==> src/rtl/core/gradient_noise_2d_3d_assert.svh <==
// Assertion macros for the gradient noise block.
`ifndef GRADIENT_NOISE_2D_3D_ASSERT_SVH
`define GRADIENT_NOISE_2D_3D_ASSERT_SVH
`ifndef SYNTHESIS
`define GN_ASSERT_IMP(name, clk, rst, ante, cons) \
   name: assert property (@(posedge clk) disable iff (rst) (ante) |-> (cons)) \
      else $error("assertion failed");
`define GN_ASSERT_NXT(name, clk, rst, ante, cons) \
   name: assert property (@(posedge clk) disable iff (rst) (ante) |=> (cons)) \
      else $error("assertion failed");
`else
`define GN_ASSERT_IMP(name, clk, rst, ante, cons)
`define GN_ASSERT_NXT(name, clk, rst, ante, cons)
`endif
`endif

==> src/rtl/core/gnoise_ram.sv <==
module gnoise_ram #(
   parameter int WIDTH = 8,
   parameter int DEPTH = 256
) (
   input  logic                     clock,
   input  logic                     we,
   input  logic [$clog2(DEPTH)-1:0] waddr,
   input  logic [WIDTH-1:0]         wdata,
   input  logic                     re,
   input  logic [$clog2(DEPTH)-1:0] raddr,
   output logic [WIDTH-1:0]         rdata
);

   logic [WIDTH-1:0] mem_ff [DEPTH];
   logic [WIDTH-1:0] rdata_ff;

   always_ff @(posedge clock) begin
      if (we) begin
         mem_ff[waddr] <= wdata;
      end
      if (re) begin
         rdata_ff <= mem_ff[raddr];
      end
   end

   assign rdata = rdata_ff;

endmodule

==> config.mk <==
export PLATFORM = sky130hd
export DESIGN_NAME = gnoise_ram
export DESIGN_NICKNAME = d
export VERILOG_FILES = /design/src/rtl/core/gradient_noise_2d_3d_assert.svh /design/src/rtl/core/gnoise_ram.sv
export SDC_FILE = /design/constraint.sdc
export NUM_CORES = 2
export LEC_CHECK = 0
export BUFFER_PORTS_ARGS = -buffer_cell sky130_fd_sc_hd__buf_2
export CAP_MARGIN = 40
export CORE_ASPECT_RATIO = 0.7
export CORE_MARGIN = 2
export CORE_UTILIZATION = 40
export CTS_BUF_LIST = sky130_fd_sc_hd__clkbuf_4 sky130_fd_sc_hd__clkbuf_8
export DETAILED_ROUTE_END_ITERATION = 8
export GPL_ROUTABILITY_DRIVEN = 0
export SLEW_MARGIN = 10
export SYNTH_ARGS = -nofsm -noshare
export SYNTH_HDL_FRONTEND = slang
export SYNTH_SLANG_ARGS = --single-unit
==> constraint.sdc <==
create_clock -name clock -period 2.7 [get_ports clock]
set_input_delay 0 -clock clock [delete_from_list [all_inputs] [get_ports clock]]
set_output_delay 0 -clock clock [all_outputs]
set_load 0.03 [all_outputs]
==> flow_metrics.tcl <==
set metrics [dict create \
    leakage_uw 0.0297 \
    ys_types 54 \
    grt_antenna_before_repair 7 \
    die_w_um 537 \
    layout-drive-gt1-share_pct 32.7 \
    max_stage_delay_ns 0.72 \
    syn_inst 3733 \
    postPlaceCellArea_sq_um 86800 \
    hpwl_um 134000 \
    clockRootBuffer "clkbuf_8" \
    reg2reg_to "rdata[6]" \
    seq_area_frac_synth_pct 77.5 \
    clkSlewWorstSetupHoldPaths_ns 0.07 \
    grt_max_degree 117 \
    ys_ff_latch 2056 \
    numClockSinks 2056 \
    core_area_sq_um 197000 \
    groute.usage.overall_pct 20.8 \
    vdd_drop_max_v 0.000483 \
    ys_warn_count 0 \
    drt_pass1_iterations 6 \
    wl_um 211000 \
    synth_top_area_cell "edfxtp_1" \
    slew_headroom_pct 39.3 \
    drtAntennaViolNets 0 \
    worst_setup_path_end_kind "flop" \
    crit_family "simple AND/OR/NAND/NOR gates" \
    rsz0062_at_grt "false" \
    dieArea_sq_um 203000 \
    cts_setup_buffers 0 \
    min_path_cells 2 \
    layout.nets 4447 \
    io_pins 35 \
    cts_buffer_depth 4 \
    finalHoldViolCount 0 \
    areaGrowthSynthToFinish_pct 16.6 \
    post-place-cells 6712 \
    finalCritPeriodShare_pct 99.4 \
    fin_worst_skew_ns 0.0500 \
    syn_area_sq_um 79600 \
    hold_end "mem_ff[67][6]" \
    rr_worst_depth 6 \
    required_ns 3.35 \
    cts_buffers 302 \
    rows 136 \
    setup_viol 0 \
    cp-start-kind "flop" \
    clk-insertion-delay-late_ns 0.92 \
    cap_violations 0 \
    powerDensity_nw_per_um2 683 \
    overflow 0 \
    yosys-top-cells-area "edfxtp_1, mux4_2, mux2i_1" \
    cp_slowest_cell "nor4_1" \
    synth_top_area_share_pct 77.5 \
    hold_path.class "input port to flop" \
    drtIter0Drc 6148 \
    vias_per_cell 5.75 \
    post_drt_wl_per_cell_um 29.1 \
    htreeDepth 5 \
    syn_avg_cell_area_sq_um 21.3 \
    synth-edff-count 2056 \
    layout.cells.non_filler 7265 \
    r2r_setup_slack_ns 0.02 \
    worst_pin_slew_ns 0.908 \
    start_util_pct 40.4 \
    cp_num_buf_inv 1 \
    outcome "finished, final reports clean" \
    synth_commonest_cells "edfxtp_1, mux4_2, nor2_1" \
    cp.arrival_ns 3.34 \
    synthFlopType "edfxtp_1" \
    via_count 41800 \
    synth_nets 3760 \
    design_area_sq_um 92800 \
    worstPathMaxFanout 1 \
    timing.fmax_mhz 373 \
    critPathKind "flop to flop" \
    die_height_um 377 \
    n_fill_cell 16300 \
    layout_min_cycle_time_ns 2.68 \
    async_reset_ff_share_pct 0 \
    yosysMostFrequentCell "edfxtp_1" \
    grt_pass1_wl_um 302000 \
    path_cells "mux4_2 > a22oi_1 > a21oi_1 > nor4_1 > buf_4 > nor4_2" \
    drc 0 \
    cts_tree "yes" \
    drv_slew 0 \
    io_buffers 34 \
    grt_pass1_vias 41100 \
    reg2reg_from "mem_ff[216][6]" \
    worstHoldStart "wdata[6]" \
]
-- final cells by class --
type / count / area [sq um] / area share, %
Inverter: 2 / 7.51 / 0.00809
Antenna cell: 2 / 5.00 / 0.00539
Clock inverter: 124 / 798 / 0.860
Timing Repair Buffer: 616 / 5550 / 5.98
Multi-Input combinational cell: 1442 / 16500 / 17.8
Tap cell: 2622 / 3280 / 3.53
Sequential cell: 2056 / 61700 / 66.5
Clock buffer: 401 / 4940 / 5.32
-- metrics by stage --
step | util (%) | total power [uW] | setup TNS (ns) | hold WS [ns] | setup slack [ns]
floorplan | - | 37600 | 0 | 0.0989 | 0.624
global placement | 44.0 | 39500 | -2.23 | 0.380 | -0.542
detailed placement | 44.1 | 39500 | -2.30 | 0.381 | -0.634
CTS | 47.1 | 63900 | 0 | 0.0386 | 0.0679
global route | 47.1 | 65400 | 0 | 0.0789 | 0.00994
finish | 47.1 | 63400 | 0 | 0.114 | 0.0169
-- sequential cells by signal (all words and copies together), names as in the netlist --
signal / flops
rdata: 8
mem_ff: 2048
-- cells by family after synthesis --
kind of cell	after synthesis	synth area share [%]
multiplexers	591	14.6
buffers and inverters	235	1.83
flip-flops	2056	77.5
AO/OA/AOI/OAI	385	3.42
AND/OR/NAND/NOR	466	2.63
-- placed cells by master, fill, tap and decap left out, types with 6 or more instances in the layout --
master,n
nor4_1,22
a211oi_1,16
dlygate4sd3_1,26
a221oi_1,13
clkinvlp_4,6
nor2_1,279
nand3_1,34
o221ai_1,46
buf_4,490
bufinv_16,7
edfxtp_1,2056
o22ai_1,28
clkbuf_8,308
o211ai_1,10
a22o_1,8
o21ai_0,10
clkinv_2,27
nand4_1,10
nand2b_1,8
nor2b_1,28
nor3_1,22
a21oi_1,96
buf_2,22
buf_12,67
nand2_1,33
clkbuf_4,93
a22oi_1,133
mux4_2,454
mux2i_1,134
buf_8,10
clkinv_1,73
-- report_power, final --
part | internal [uW] | switching (uW) | total [uW]
sequential | 35200 | 32.9 | 35200
clock | 12600 | 11900 | 24500
combinational | 1410 | 2250 | 3660
total | 49200 | 14200 | 63400
-- timing repair --
action                                  in CTS  in global routing
endpoints found under the setup margin       2                  1
endpoints found under the hold margin     3239                  0
gates resized for setup                      2                  1
hold buffers                                26                  0
-- per-layer routing --
metal  global-route usage [%]  share of wire (%)  wire [um]  up-vias
met3                     4.89                 11      22900      266
met2                     28.9                 43      90400     2269
met5                        0                  0          0        -
li1                         -                  -          -    17100
met4                     4.46                1.7       3680        0
met1                     32.9                 45      94300    22100
-- worst max-delay path by stage --
stage | end | from | slack [ns] | depth (start not counted)
floorplan | rdata[2] | raddr[0] | 0.62 | 9
global placement | rdata[1] | raddr[1] | -0.54 | 10
CTS | rdata[6] | mem_ff[216][6] | 0.07 | 6
detailed placement | rdata[1] | raddr[1] | -0.63 | 10
finish | rdata[6] | mem_ff[216][6] | 0.02 | 6
global route | rdata[6] | mem_ff[216][6] | 0.01 | 6
No activity file was read; power rests on OpenSTA's default activity.
