[src/rtl/core/gradient_noise_2d_3d_assert.svh]
// Assertion macros for the gradient noise block.
`ifndef GRADIENT_NOISE_2D_3D_ASSERT_SVH
`define GRADIENT_NOISE_2D_3D_ASSERT_SVH
`ifndef SYNTHESIS
`define GN_ASSERT_IMP(name, clk, rst, ante, cons) \
   name: assert property (@(posedge clk) disable iff (rst) (ante) |-> (cons)) \
      else $error("assertion failed");
`define GN_ASSERT_NXT(name, clk, rst, ante, cons) \
   name: assert property (@(posedge clk) disable iff (rst) (ante) |=> (cons)) \
      else $error("assertion failed");
`else
`define GN_ASSERT_IMP(name, clk, rst, ante, cons)
`define GN_ASSERT_NXT(name, clk, rst, ante, cons)
`endif
`endif

[src/rtl/core/gnoise_fade.sv]
module gnoise_fade #(
   parameter int FRAC_BITS = 16
) (
   input  logic                 clock,
   input  logic                 en,
   input  logic [FRAC_BITS-1:0] t_in,
   output logic [FRAC_BITS:0]   fade_out
);

   localparam int FW = FRAC_BITS;
   localparam int AW = FRAC_BITS + 5;
   localparam logic signed [AW-1:0] FIFTEEN = AW'(15) << FW;
   localparam logic signed [AW-1:0] TEN = AW'(10) << FW;

   function automatic logic signed [AW-1:0] fmul(input logic [FW-1:0] t,
                                                  input logic signed [AW-1:0] x);
      logic signed [FW+AW:0] p;
      p = $signed({1'b0, t}) * x;
      return AW'(p >>> FW);
   endfunction

   logic [FW-1:0]          t1_ff, t2_ff, t3_ff;
   logic signed [AW-1:0]   b_ff, c_ff, d_ff, f_ff;
   logic signed [AW-1:0]   tt;
   logic signed [AW-1:0]   a_s;

   assign tt  = AW'(t_in);
   assign a_s = (tt <<< 2) + (tt <<< 1) - FIFTEEN;

   always_ff @(posedge clock) begin
      if (en) begin
         t1_ff <= t_in;
         t2_ff <= t1_ff;
         t3_ff <= t2_ff;
         b_ff  <= fmul(t_in, a_s) + TEN;
         c_ff  <= fmul(t1_ff, b_ff);
         d_ff  <= fmul(t2_ff, c_ff);
         f_ff  <= fmul(t3_ff, d_ff);
      end
   end

   assign fade_out = f_ff[FW:0];

endmodule

[config.mk]
export PLATFORM = sky130hd
export DESIGN_NAME = gnoise_fade
export DESIGN_NICKNAME = d
export VERILOG_FILES = /design/src/rtl/core/gradient_noise_2d_3d_assert.svh /design/src/rtl/core/gnoise_fade.sv
export SDC_FILE = /design/constraint.sdc
export NUM_CORES = 2
export LEC_CHECK = 0
export BUFFER_PORTS_ARGS = -buffer_cell sky130_fd_sc_hd__buf_2
export CAP_MARGIN = 25
export CELL_PAD_IN_SITES_DETAIL_PLACEMENT = 0
export CELL_PAD_IN_SITES_GLOBAL_PLACEMENT = 1
export CORE_MARGIN = 5
export CORE_UTILIZATION = 53
export DETAILED_ROUTE_END_ITERATION = 10
export HOLD_SLACK_MARGIN = 0.03
export PLACE_DENSITY_LB_ADDON = 0.1
export SYNTH_ARGS = -nofsm -noshare
export SYNTH_HDL_FRONTEND = slang
export SYNTH_SLANG_ARGS = --single-unit
[constraint.sdc]
create_clock -name clock -period 10.4 [get_ports clock]
set_input_delay 0 -clock clock [delete_from_list [all_inputs] [get_ports clock]]
set_output_delay 0 -clock clock [all_outputs]
set_load 0.02 [all_outputs]
==> impl_metrics.csv <==
group,metric,value,unit
synthesis,synth_cells,5393,
synthesis,ys_ff_latch,128,
synthesis,synth.avg_cell_area,9.42,sq um
synthesis,syn_area,0.0508,sq mm
hold_path,holdPathStages,1,
synthesis,ys_top_cells_by_count,"inv_1, fa_1, nand2_1, and2_1, ha_1",
clock_tree,tritoncts,"yes",
timing,whs,40.8,ps
timing,final-hold-violation-count,0,
grt,grt_antenna_before_repair,3,
synthesis,synth_nets,7053,
worst_setup_path,slowest_stage,"dlygate4sd3_1",
floorplanning,core-area,0.0950,sq mm
timing,timing.fmax,104,MHz
timing,worst_pin_slew,1070,ps
cells_and_area,fillers,8677,
detailed_routing,wirelength,125000,microns
synthesis,synth_area_leader_cell,"fa_1",
grt,grt.met2_usage,0.409,
floorplanning,initial_core_util,0.534,
timing,finalCritPeriodShare,0.923,
synthesis,synth_edf_count,128,
clock_tree,cts_resized,0,
grt,grt_max_degree,79,
worst_setup_path,cp.depth,33,
grt,track_usage,0.256,
worst_setup_path,cp-startpoint,"t_in[2]",
worst_setup_path,end_kind,"register",
timing,relSlewSlack,0.284,
grt,grt_pass1_vias,37900,
timing,layout_min_cycle_time,9600,ps
hold_path,holdPathEnd,"f_ff[11]$_DFFE_PP_",
clock_tree,cts_setup_buffers,0,
grt,use_met1,0.386,
timing,finClkSkew,24.7,ps
synthesis,netlist.area_leader.share,0.491,
grt,top_usage_layer,"met2",
floorplanning,die_w,320,microns
floorplanning,io_pins,35,
placement,dp_hpwl,102000,microns
timing,slew_viol_final,0,
cells_and_area,finalNetCount,6959,
detailed_routing,ant_nets,0,
worst_setup_path,worst-path-buf-inv,6,
clock_tree,clk_pin_slew,80,ps
timing,finalSetupTns,0,ps
floorplanning,dieArea,0.102,sq mm
worst_setup_path,worst_ep_arrival_time,9820,ps
worst_setup_path,crit_path_max_incr_delay,590,ps
grt,grt_pass1_wl,208000,microns
synthesis,ys_top_cells_by_area,"fa_1, inv_1, ha_1, edfxtp_1, and2_1",
synthesis,synth_ff_type,"edfxtp_1",
grt,globalRouteOverflowTotal,0,
cells_and_area,layout-drive-gt1-share,0.0303,
worst_setup_path,rr_endpoint,"f_ff[16]$_DFFE_PP_",
timing,finalSetupViolations,0,
worst_setup_path,r2r_start,"d_ff[6]$_DFFE_PP_",
worst_setup_path,start_kind,"input pin",
hold_path,worstHoldStart,"en",
clock_tree,clockBufferDepth,2,
synthesis,ys_seq_area_frac,0.0757,
detailed_routing,drt_iter0_markers,2046,
detailed_routing,via_per_inst,5.21,
worst_setup_path,worstPathRequired,10620,ps
floorplanning,die_h,320,microns
clock_tree,clock_sinks,128,
synthesis,yosysMostFrequentCell,"inv_1",
detailed_routing,wl_per_cell,19.0,microns
worst_setup_path,ff2ff_path_depth,22,
placement,gp_congestion,0.865,
cells_and_area,syn2layout_area_growth,4.27,%
detailed_routing,num_vias,34300,
grt,globalRouteMet3Util,0.0281,
placement,io_buffers,34,
worst_setup_path,cp_max_fo,28,
detailed_routing,first_pass_iters,7,
outcome,outcome,"completed",
worst_setup_path,cpMostUsedCell,"fa_1",
detailed_routing,drc,0,
worst_setup_path,cp_top_family,"adder cells",
timing,grt_setup_unrepaired,"no",
hold_path,hp-class,"in -> reg",
clock_tree,insertion_delay,500,ps
synthesis,ys_types,76,
clock_tree,numCtsBuffers,17,
worst_setup_path,reg2reg_slack,2750,ps
cells_and_area,fin_util,0.557,
run,max_cap_violations,0,
worst_setup_path,crit_type,"in -> reg",
floorplanning,rows,113,
clock_tree,cts_max_level,4,
clock_tree,cts-root-buf,"clkbuf_16",
synthesis,async_flop_share,0,
synthesis,yosys_warnings,0,
layout make-up:
type | count | area (sq um) | share of cell area
diodes | 2 | 5.00 | 0.0000945
clock buffers | 17 | 425 | 0.00804
clock inverters | 14 | 214 | 0.00404
inverters | 1430 | 5370 | 0.101
multi-input cells | 3606 | 40700 | 0.769
flip-flops and latches | 128 | 3840 | 0.0726
well taps | 1265 | 1580 | 0.0299
repair buffers | 116 | 807 | 0.0152
cells by family after synthesis:
| logic type | after synthesis | synth area share |
|---|---|---|
| DFF | 128 | 0.0757 |
| AOI/OAI and AO/OA | 311 | 0.0403 |
| and+or+nand+nor | 1502 | 0.146 |
| adders and majority gates | 1642 | 0.589 |
| buffers and inverters | 1659 | 0.123 |
| xor gates and xnor gates | 148 | 0.0258 |
| muxes | 3 | 0.000862 |
worst max-delay path by stage:
stage,end
after detailed placement,b_ff[20]$_DFFE_PP_
final,b_ff[20]$_DFFE_PP_
after floorplan,b_ff[20]$_DFFE_PP_
after global routing,b_ff[20]$_DFFE_PP_
after global placement,b_ff[20]$_DFFE_PP_
after CTS,b_ff[20]$_DFFE_PP_
per-stage QoR:
step / area, sq um / cells / worst slack (ps)
floorplan: 50800 / 5393 / 2260
global placement: 52200 / 6538 / 997
detailed placement: 52200 / 6539 / 903
CTS: 52900 / 6576 / 793
global route: 52900 / 6577 / 298
finish: 52900 / 6578 / 805
per-layer routing:
metal | share of wire | vias up
met5 | 0 | -
met4 | 0.016 | 0
met3 | 0.047 | 99
met2 | 0.46 | 820
met1 | 0.48 | 17800
li1 | - | 15500
cells in the final DEF, fill, tap and decap left out, types with 15 or more instances in the layout:
| master | netlist | layout |
|---|---|---|
| nor2_1 | 51 | 51 |
| and3_1 | 34 | 34 |
| clkbuf_16 | 0 | 17 |
| nor2b_1 | 18 | 18 |
| edfxtp_1 | 128 | 128 |
| xnor2_1 | 102 | 102 |
| buf_4 | 0 | 76 |
| nand3_1 | 71 | 71 |
| nand2_1 | 739 | 739 |
| a21o_1 | 48 | 48 |
| xor2_1 | 44 | 43 |
| ha_1 | 396 | 396 |
| a31oi_1 | 20 | 20 |
| a211oi_1 | 15 | 15 |
| inv_1 | 1428 | 1428 |
| nand2b_1 | 24 | 24 |
| and2_1 | 497 | 497 |
| o21ai_0 | 46 | 46 |
| o21a_1 | 22 | 22 |
| fa_1 | 1246 | 1246 |
| a21oi_1 | 78 | 78 |
| buf_2 | 7 | 33 |
state kept, by name, summed over array words and instances, names as in the netlist:
register and cells:
b_ff 21, c_ff 21, d_ff 21, f_ff 17, t1_ff 16, t2_ff 16, t3_ff 16
timing repair:
action / 4_1_cts / 5_1_grt
hold buffers: 6 / 0
hold endpoints to repair: 6 / 0
endpoints found under the setup margin: 0 / 0
Power is left out: the tool's default activity adds up to more than one toggle a clock period on the data nets, which glitch-free logic cannot reach.
